===== config.mk =====
export PLATFORM = sky130hd
export DESIGN_NAME = grc_ctrl
export DESIGN_NICKNAME = d
export VERILOG_FILES = /design/src/rtl/grc_pkg.sv /design/src/rtl/grc_ctrl.sv
export SDC_FILE = /design/constraint.sdc
export NUM_CORES = 1
export LEC_CHECK = 0
export ABC_CLOCK_PERIOD_IN_PS = 1300
export BUFFER_PORTS_ARGS = -buffer_cell sky130_fd_sc_hd__buf_2
export CAP_MARGIN = 20
export CORE_UTILIZATION = 34
export DETAILED_ROUTE_END_ITERATION = 12
export PLACE_DENSITY = 0.74
export SKIP_CTS_REPAIR_TIMING = 1
export SLEW_MARGIN = 40
export SYNTH_ARGS = -nofsm -noshare
export SYNTH_HDL_FRONTEND = slang
export SYNTH_SLANG_ARGS = --single-unit

===== constraint.sdc =====
create_clock -name clk -period 1.3 [get_ports clk]
set_input_delay 0.13 -clock clk [delete_from_list [all_inputs] [get_ports clk]]
set_output_delay 0.13 -clock clk [all_outputs]
set_load 0.01 [all_outputs]

===== src/rtl/grc_pkg.sv =====
package grc_pkg;

  localparam int IN_W  = 120;
  localparam int OUT_W = 80;
  localparam int SH_W  = 12;

  localparam logic [SH_W-1:0] SH_RESET   = 12'd600;
  localparam logic [11:0]     HEIGHT_MAX = 12'd4095;

  typedef enum logic [1:0] {
    DIV_X,
    DIV_Y,
    DIV_H
  } div_sel_t;

  typedef enum logic [4:0] {
    S_CLEAR,
    S_IDLE,
    S_DX_GO,
    S_DX_WAIT,
    S_DY_GO,
    S_DY_WAIT,
    S_MUL_X,
    S_MUL_Y,
    S_SET_Y,
    S_STEP,
    S_PROBE,
    S_CHECK,
    S_CORR_MUL,
    S_CORR_SAT,
    S_HT_GO,
    S_HT_WAIT,
    S_DONE
  } state_t;

  typedef struct packed {
    logic     load;
    logic     clr;
    logic     div_start;
    div_sel_t div_sel;
    logic     save_dx;
    logic     save_dy;
    logic     mul_x;
    logic     mul_y;
    logic     mul_r;
    logic     set_sx;
    logic     set_sy;
    logic     set_corr;
    logic     step;
    logic     probe;
    logic     save_h;
    logic     out_load;
  } grc_cmd_t;

  typedef struct packed {
    logic clr_last;
    logic div_done;
    logic outside;
    logic wall;
    logic last_step;
  } grc_stat_t;

endpackage


===== src/rtl/grc_ctrl.sv =====
module grc_ctrl (
  input  logic                 clk,
  input  logic                 rst,
  input  logic                 s_tvalid,
  output logic                 s_tready,
  input  logic                 s_tuser,
  output logic                 m_tvalid,
  input  logic                 m_tready,
  output grc_pkg::grc_cmd_t    cmd,
  input  grc_pkg::grc_stat_t   st
);
  import grc_pkg::*;

  state_t state, state_next;
  logic   out_valid;

  always_ff @(posedge clk) begin
    if (rst) begin
      state <= S_CLEAR;
    end else begin
      state <= state_next;
    end
  end

  always_ff @(posedge clk) begin
    if (rst) begin
      out_valid <= 1'b0;
    end else if (cmd.out_load) begin
      out_valid <= 1'b1;
    end else if (m_tready) begin
      out_valid <= 1'b0;
    end
  end

  assign m_tvalid = out_valid;

  always_comb begin
    state_next = state;
    case (state)
      S_CLEAR:    if (st.clr_last) state_next = S_IDLE;
      S_IDLE:     if (s_tvalid && s_tuser) state_next = S_DX_GO;
      S_DX_GO:    state_next = S_DX_WAIT;
      S_DX_WAIT:  if (st.div_done) state_next = S_DY_GO;
      S_DY_GO:    state_next = S_DY_WAIT;
      S_DY_WAIT:  if (st.div_done) state_next = S_MUL_X;
      S_MUL_X:    state_next = S_MUL_Y;
      S_MUL_Y:    state_next = S_SET_Y;
      S_SET_Y:    state_next = S_STEP;
      S_STEP:     state_next = S_PROBE;
      S_PROBE:    state_next = st.outside ? S_CORR_MUL : S_CHECK;
      S_CHECK:    state_next = (st.wall || st.last_step) ? S_CORR_MUL : S_STEP;
      S_CORR_MUL: state_next = S_CORR_SAT;
      S_CORR_SAT: state_next = S_HT_GO;
      S_HT_GO:    state_next = S_HT_WAIT;
      S_HT_WAIT:  if (st.div_done) state_next = S_DONE;
      S_DONE:     if (!out_valid || m_tready) state_next = S_IDLE;
      default:    state_next = S_CLEAR;
    endcase
  end

  always_comb begin
    cmd      = '0;
    s_tready = 1'b0;
    case (state)
      S_CLEAR: cmd.clr = 1'b1;
      S_IDLE: begin
        s_tready = 1'b1;
        cmd.load = s_tvalid;
      end
      S_DX_GO: begin
        cmd.div_start = 1'b1;
        cmd.div_sel   = DIV_X;
      end
      S_DX_WAIT: begin
        cmd.div_sel = DIV_X;
        cmd.save_dx = st.div_done;
      end
      S_DY_GO: begin
        cmd.div_start = 1'b1;
        cmd.div_sel   = DIV_Y;
      end
      S_DY_WAIT: begin
        cmd.div_sel = DIV_Y;
        cmd.save_dy = st.div_done;
      end
      S_MUL_X: cmd.mul_x = 1'b1;
      S_MUL_Y: begin
        cmd.set_sx = 1'b1;
        cmd.mul_y  = 1'b1;
      end
      S_SET_Y:    cmd.set_sy = 1'b1;
      S_STEP:     cmd.step = 1'b1;
      S_PROBE:    cmd.probe = !st.outside;
      S_CORR_MUL: cmd.mul_r = 1'b1;
      S_CORR_SAT: cmd.set_corr = 1'b1;
      S_HT_GO: begin
        cmd.div_start = 1'b1;
        cmd.div_sel   = DIV_H;
      end
      S_HT_WAIT: begin
        cmd.div_sel = DIV_H;
        cmd.save_h  = st.div_done;
      end
      S_DONE: cmd.out_load = !out_valid || m_tready;
      default: cmd = '0;
    endcase
  end

endmodule


==> insert_results.sql, run 1 <==
INSERT INTO impl_metrics (metric_group, metric, value, unit) VALUES
('placed_design', 'routabilityCongestion', '0.961', ''),
('synth', 'ys_seq_elements', '6', ''),
('floorplanning', 'die_area', '1920', 'µm²'),
('critical_path', 'critical_path_arrival', '1.38', 'ns'),
('timing', 'setup_viol', '20', ''),
('synth', 'synth_ff_type', 'dfxtp_1', ''),
('layout', 'final_util', '0.705', ''),
('synth', 'post_synth_inst_count', '89', ''),
('critical_path', 'critPathKind', 'flop to output pin', ''),
('power_and_ir_drop', 'power_leakage', '0.512', 'nW'),
('floorplanning', 'chipHeight', '43.8', 'µm'),
('worst_hold_path', 'min-delay-path-class', 'primary input to flop', ''),
('synth', 'ys_async_sr_fraction', '0', ''),
('power_and_ir_drop', 'pwr_density_cell', '1440', 'nW/µm²'),
('drt', 'wl_met2', '1100', 'µm'),
('synth', 'net_count_after_synthesis', '99', ''),
('drt', 'post-route-drc-count', '2', ''),
('layout', 'post_layout_nonfiller_instances', '154', ''),
('timing', 'hold_slack', '0.134', 'ns'),
('critical_path', 'cp_max_fo', '4', ''),
('global_route', 'grt_util_all_layers', '0.211', ''),
('placed_design', 'count_of_input_and_output_buffers', '28', ''),
('timing', 'clock-skew-final', '0.00155', 'ns'),
('layout', 'synthToLayoutAreaGrowth', '85.4', '%'),
('timing', 'grt_setup_unrepaired', 'true', ''),
('critical_path', 'critical_path_depth', '5', ''),
('placed_design', 'hpwlAfterDp', '1550', 'µm'),
('critical_path', 'setup.worst_path.start_class', 'flop', ''),
('critical_path', 'critical_path.max_stage_delay', '0.36', 'ns'),
('floorplanning', 'rows', '14', ''),
('timing', 'slew_headroom', '0.820', ''),
('drt', 'via_count', '882', ''),
('timing', 'worst_setup_margin', '-0.210', 'ns'),
('clocking', 'max-clock-path-buffers', '2', ''),
('critical_path', 'critPathBufInv', '2', ''),
('layout', 'final_layout_size_suffix_gt1_frac', '0.601', ''),
('drt', 'dr_wl_met3', '154', 'µm'),
('drt', 'drtAntennaViolNets', '0', ''),
('critical_path', 'worstPathCellList', 'buf_6 > or3_4 > nor2_4 > and2_1 > buf_2', ''),
('power_and_ir_drop', 'combinationalPowerShare', '0.689', ''),
('layout', 'diodes', '0', ''),
('drt', 'top_layer', 'met4', ''),
('timing', 'finalCriticalPeriod', '1.51', 'ns'),
('synth', 'ys_types', '33', ''),
('critical_path', 'critical_path_sink_type', 'output pin', ''),
('synth', 'synth.yosys.warnings', '0', ''),
('global_route', 'grt_start_max_net_pins', '12', ''),
('power_and_ir_drop', 'netSwitchingPower', '0.677', 'mW'),
('clocking', 'cts-root-buf', 'clkbuf_4', ''),
('synth', 'synth-edff-count', '0', ''),
('global_route', 'grt.overflow.total', '0', ''),
('power_and_ir_drop', 'power.ir.vdd_worst', '740', 'µV'),
('timing', 'report.final.hold_viol_count', '0', ''),
('run', 'max-cap-violations', '0', ''),
('critical_path', 'worst-r2r-cell-count', '3', ''),
('clocking', 'numClockSinks', '6', ''),
('outcome', 'violations', 'DRC, setup timing', ''),
('drt', 'drt_first_iter_violations', '58', ''),
('drt', 'wl_met1', '924', 'µm'),
('clocking', 'tritoncts', 'yes', ''),
('timing', 'achievable_clock_frequency', '0.662', 'GHz'),
('critical_path', 'critical_path.slowest_cell', 'or3_4', ''),
('drt', 'route.detailed.vias_per_inst', '5.73', ''),
('critical_path', 'worst_ep_required_time', '1.17', 'ns'),
('clocking', 'htree_levels', '1', ''),
('clocking', 'clk_transition_reported_paths', '0.05', 'ns'),
('outcome', 'outcome', 'finished with violations', ''),
('synth', 'syn-mean-instance-area', '6.66', 'µm²'),
('drt', 'wl', '2220', 'µm'),
('placed_design', 'dpl.cell_count', '144', ''),
('clocking', 'cts_buf_count', '3', '');
final timing paths:
check | from | endpoint | slack (ns)
worst max-delay path | state[3] | cmd[16] | -0.21
worst min-delay path | rst | state[3] | 0.13
worst max register to register | state[4] | state[2] | -0.14
worst min register to register | state[4] | state[3] | 0.62
layer usage:
metal  GRT usage  up-vias
met3      0.0500        7
li1            -      422
met4      0.0500        0
met2       0.355       50
met1       0.271      403
met5           0        -
layout make-up:
| type | instances | area, µm² |
|---|---|---|
| clock buffer | 3 | 22.5 |
| timing repair buffer | 52 | 359 |
| multi-input combinational | 72 | 541 |
| sequential | 6 | 136 |
| tap | 16 | 20.0 |
| fill | 106 | 459 |
| inverter | 5 | 21.3 |
state kept, by name, summed over array words and instances, names as in the netlist:
signal / cells
m_tvalid: 1
state: 5
cells in the mapped netlist, types with 2 or more instances:
library cell | number | area (µm²)
nand2_1 | 7 | 26.3
dfxtp_1 | 6 | 120
o21a_1 | 2 | 15.0
a31oi_1 | 3 | 18.8
a211o_1 | 2 | 17.5
or3_1 | 2 | 12.5
inv_1 | 5 | 18.8
buf_2 | 3 | 15.0
nor2b_1 | 3 | 18.8
clkbuf_1 | 2 | 7.51
and3_1 | 2 | 12.5
nor2_1 | 18 | 67.6
o21ai_0 | 4 | 20.0
nand4_1 | 2 | 12.5
nor3_1 | 8 | 40.0
nand3_1 | 3 | 15.0
cells in the final DEF, fill, tap and decap left out, types with 2 or more instances in the layout:
master    count
a211o_1       2
nor2_4        3
clkbuf_4      3
dfxtp_4       4
nand2_4       2
nor3_1        4
nor2b_1       2
nand4_1       2
a31oi_1       3
o21ai_0       4
nor2_1       10
o21a_1        2
buf_4        17
nand3_1       3
buf_2        26
buf_6         9
nand2_1       5
nor3_2        4
inv_1         4
nor2_2        5
power by group through the flow:
| stage | sequential (mW) | clock (mW) | combinational (mW) |
|---|---|---|---|
| floorplan | 0.245 | 0 | 0.491 |
| global placement | 0.288 | 0 | 0.765 |
| CTS | 0.289 | 0.184 | 0.782 |
| detailed placement | 0.292 | 0 | 0.781 |
| finish | 0.311 | 0.180 | 1.09 |
| global route | 0.318 | 0.200 | 1.16 |
worst register-to-register path, stage by stage, from the launching register on:
cell	delay, ns
dfxtp_4	0.36
or3b_4	0.46
or3_1	0.34
a31oi_1	0.20
metrics by stage:
| step | instance area, µm² | setup TNS (ns) |
|---|---|---|
| finish | 1100 | -2.00 |
| global placement | 865 | -0.285 |
| CTS | 887 | -4.53 |
| detailed placement | 865 | -0.455 |
| global route | 1100 | -3.15 |
| floorplan | 618 | 0 |
kinds of logic (layout without fill, tap and decap cells):
kind of cell / count (synthesis) / after routing / share of synthesized area
buffers and inverters: 11 / 60 / 0.0823
flip-flops: 6 / 6 / 0.203
XOR/XNOR: 1 / 1 / 0.0148
AND/OR/NAND/NOR: 51 / 51 / 0.422
AO/OA/AOI/OAI: 20 / 20 / 0.279
Power figures use the tool's default switching activity.
==> run 2, diff against run 1 <==
- ABC_AREA: default -> 1
- PLACE_DENSITY: 0.74 -> 0.75
==> run 2 against run 1 <==
  * The flow still finishes with violations (DRC, setup timing)
  * Cell area up 1.4%
  * Register-to-register slack improved by 0.10 ns
  * Clock-buffer cell count unchanged
  * Synthesized cell count up 18%
  * First-iteration DRC count fell by 67%
  * Wire length decreased by 5.2%
  * Combinational power shrank 26%
  * Die area shrank 0.62%
  * Clock skew increased by 0.0056 ns
  * Sequential share of layout area grew 0.057 points
  * Via count shrank 1.2%
  * Critical path type unchanged
  * Highest routed layer is now met3
==> insert_results.sql, run 2 <==
INSERT INTO impl_metrics (metric_group, metric, value, unit) VALUES
('outcome', 'outcome', 'finished with violations', ''),
('outcome', 'violations', 'DRC, setup timing', ''),
('drt', 'post-route-drc-count', '1', ''),
('timing', 'achievable_clock_frequency', '0.687', 'GHz'),
('timing', 'finalCriticalPeriod', '1.46', 'ns'),
('synth', 'yosys.area_share.adder', '0', ''),
('placed_design', 'hpwlAfterDp', '1320', 'µm'),
('clocking', 'clk-insertion-delay-late', '0.26', 'ns'),
('power_and_ir_drop', 'netSwitchingPower', '0.597', 'mW'),
('synth', 'library_cell_with_the_highest_instance_count_after_synthesis', 'nor2_1', ''),
('power_and_ir_drop', 'p_seq_frac', '0.230', ''),
('global_route', 'top_usage_layer', 'met2', ''),
('critical_path', 'worstPathCellList', 'inv_2 > nor2_4 > inv_1 > nor2_2 > nor3_2 > inv_1 > buf_2', ''),
('timing', 'slew_headroom', '0.869', ''),
('synth', 'yosys.area.top_type', 'dfxtp_1', ''),
('power_and_ir_drop', 'power.ir.vdd_worst', '857', 'µV'),
('drt', 'route.detailed.vias_per_inst', '4.98', ''),
('global_route', 'grt_util_all_layers', '0.186', ''),
('synth', 'synth-edff-count', '0', ''),
('floorplanning', 'die_area', '1900', 'µm²'),
('global_route', 'grt.overflow.total', '0', ''),
('critical_path', 'critical_path.slowest_cell', 'dfxtp_4', ''),
('synth', 'synth_top_cell_area_share', '0.204', ''),
('placed_design', 'routabilityCongestion', '0.854', ''),
('critical_path', 'reg2reg_setup_slack', '-0.04', 'ns'),
('timing', 'worst-slew-pin-transition', '0.196', 'ns'),
('clocking', 'cts-root-buf', 'clkbuf_4', ''),
('synth', 'ys_types', '20', ''),
('timing', 'report.final.hold_viol_count', '0', ''),
('power_and_ir_drop', 'power_leakage', '0.616', 'nW'),
('global_route', 'met1_layer_usage_reported_by_global_route', '0.235', ''),
('timing', 'grt_setup_unrepaired', 'true', ''),
('critical_path', 'critPathKind', 'flop to output pin', ''),
('synth', 'synthMuxAreaShare', '0', ''),
('power_and_ir_drop', 'clock_share_of_power', '0.143', ''),
('global_route', 'antenna_found_initial', '0', ''),
('layout', 'diodes', '0', ''),
('synth', 'ys_async_sr_fraction', '0', ''),
('clocking', 'htree_levels', '1', ''),
('floorplanning', 'rows', '14', ''),
('drt', 'drt_first_iter_violations', '19', ''),
('global_route', 'grt_pass1_vias', '651', ''),
('synth', 'ys_top_cells_by_count', 'nor2_1 (23), inv_1 (20), nand2_1 (16)', ''),
('layout', 'synthToLayoutAreaGrowth', '89.2', '%'),
('clocking', 'cts_buf_count', '3', ''),
('power_and_ir_drop', 'sw_frac_of_total', '0.461', ''),
('floorplanning', 'chipHeight', '43.6', 'µm'),
('drt', 'wire_length_per_cell', '12.0', 'µm'),
('synth', 'synthesized_area_fraction_occupied_by_ao_oa_aoi_and_oai_cells', '0.0934', ''),
('power_and_ir_drop', 'pwr_density_cell', '1160', 'nW/µm²'),
('global_route', 'global_route.usage.met3', '0.0542', ''),
('drt', 'drtAntennaViolNets', '0', ''),
('global_route', 'grt_start_max_net_pins', '7', ''),
('critical_path', 'cp_max_fo', '6', ''),
('critical_path', 'worst_ep_required_time', '1.17', 'ns'),
('layout', 'regMostFlops', 'state', ''),
('layout', 'final_layout_size_suffix_gt1_frac', '0.604', ''),
('timing', 'setup_viol', '19', ''),
('floorplanning', 'design.portCount', '29', ''),
('synth', 'post_synth_main_area_contributors', 'dfxtp_1 (20%), nor2_1 (15%), inv_1 (13%)', ''),
('synth', 'syn_area', '589', 'µm²'),
('synth', 'synth.yosys.warnings', '0', ''),
('clocking', 'tritoncts', 'yes', ''),
('synth', 'synth_ff_type', 'dfxtp_1', ''),
('critical_path', 'critical_path_sink_type', 'output pin', ''),
('critical_path', 'top_cell_by_count_worst_path', 'inv_1', ''),
('global_route', 'grt_first_pass_wirelength', '2700', 'µm'),
('synth', 'net_count_after_synthesis', '115', ''),
('synth', 'post_synth_xor_area_fraction', '0', ''),
('clocking', 'numClockSinks', '6', ''),
('placed_design', 'preCtsSetupSlack', '-0.0263', 'ns'),
('timing', 'clock-skew-final', '0.00712', 'ns'),
('floorplanning', 'floorplan.initialDensity', '0.378', ''),
('drt', 'wl', '2100', 'µm'),
('layout', 'mostFrequentLayoutCells', 'buf_2 (25), nor2_1 (18), buf_4 (18)', ''),
('layout', 'post_layout_nonfiller_instances', '175', ''),
('synth', 'ys_seq_area_frac', '0.204', ''),
('layout', 'layout_commonest_cell', 'buf_2', ''),
('global_route', 'grtUsageMet2', '0.313', ''),
('run', 'max-cap-violations', '0', ''),
('timing', 'final_max_slew_viol_count', '0', ''),
('timing', 'min_period_over_period', '1.12', ''),
('layout', 'flip_flop_count_of_the_largest_register_after_layout', '5', ''),
('synth', 'synth_top_family_by_area', 'simple AND/OR/NAND/NOR gates', ''),
('placed_design', 'dpl.cell_count', '162', ''),
('worst_hold_path', 'min-delay-path-class', 'primary input to flop', ''),
('timing', 'hold_slack', '0.118', 'ns'),
('drt', 'via_count', '871', ''),
('timing', 'worst_setup_margin', '-0.156', 'ns'),
('floorplanning', 'design.core.area', '1560', 'µm²'),
('synth', 'basic_gate_share_of_the_synthesized_area_counting_and_or_nand_and_nor_cells', '0.544', ''),
('critical_path', 'critical_path.max_stage_delay', '0.40', 'ns'),
('layout', 'fin_nets', '171', ''),
('power_and_ir_drop', 'internal_power', '0.699', 'mW'),
('clocking', 'max-clock-path-buffers', '2', ''),
('placed_design', 'count_of_input_and_output_buffers', '28', ''),
('critical_path', 'setup.worst_path.start_class', 'flop', ''),
('drt', 'drt_first_pass_iters', '8', ''),
('critical_path', 'critical_path_arrival', '1.33', 'ns'),
('synth', 'syn-mean-instance-area', '5.61', 'µm²'),
('synth', 'ys_seq_elements', '6', ''),
('clocking', 'clk_transition_reported_paths', '0.05', 'ns'),
('power_and_ir_drop', 'combinationalPowerShare', '0.626', ''),
('synth', 'post_synth_inst_count', '105', ''),
('floorplanning', 'dieWidth', '43.6', 'µm');
run 2: changes by cell type after synthesis, sizes merged, moves of 3 or more:
cell / delta
inv: +18
nor2: +11
nand2: +10
nand3: +8
nor3: -6
a21oi: +5
buf: -3
nor2b: -3
run 2: per-stage QoR:
step | utilization | total power [mW] | setup TNS (ns) | area [µm²]
floorplan | - | 0.626 | 0 | 589
global placement | 0.543 | 0.889 | -0.00570 | 847
detailed placement | 0.543 | 0.888 | -0.0656 | 847
CTS | 0.558 | 1.07 | -3.37 | 870
global route | 0.715 | 1.37 | -2.54 | 1110
finish | 0.715 | 1.30 | -1.34 | 1110
run 2: area by class of cell:
type / instances / area [µm²]
sequential: 6 / 139
clock buffer: 3 / 22.5
fill: 126 / 444
timing repair buffer: 52 / 362
inverter: 23 / 96.3
tap: 16 / 20.0
multi-input combinational: 75 / 475
run 2: routing by layer:
layer / share of wire / routed length [µm]
met3: 0.050 / 106
met2: 0.52 / 1100
met5: 0 / 0
met1: 0.42 / 892
met4: 0 / 0
run 2: path summary, 6_finish.rpt:
check | from | cells past startpoint | endpoint
worst max-delay path | state[1] | 7 | cmd[14]
worst max register to register | state[2] | 9 | state[1]
worst min register to register | state[0] | 2 | state[0]
worst min-delay path | rst | 2 | state[4]
run 2: cells by family (layout without fill, tap and decap cells):
group / count (synthesis) / count (layout)
AND/OR/NAND/NOR: 65 / 65
buffers and inverters: 24 / 78
AO/OA/AOI/OAI: 10 / 10
flip-flops: 6 / 6
run 2: worst max-delay path: cells and delay by family, from the launching register on:
kind	cells	cell delay, ns
AND/OR/NAND/NOR	3	0.36
flip-flops	1	0.40
buffers and inverters	4	0.31
run 2: power by group through the flow:
stage                     sequential [mW]  clock [mW]  combinational [mW]
after floorplan                     0.250           0               0.377
after global placement              0.255           0               0.635
after detailed placement            0.260           0               0.629
after CTS                           0.255       0.185               0.635
after global routing                0.305       0.192               0.877
final                               0.299       0.186               0.811
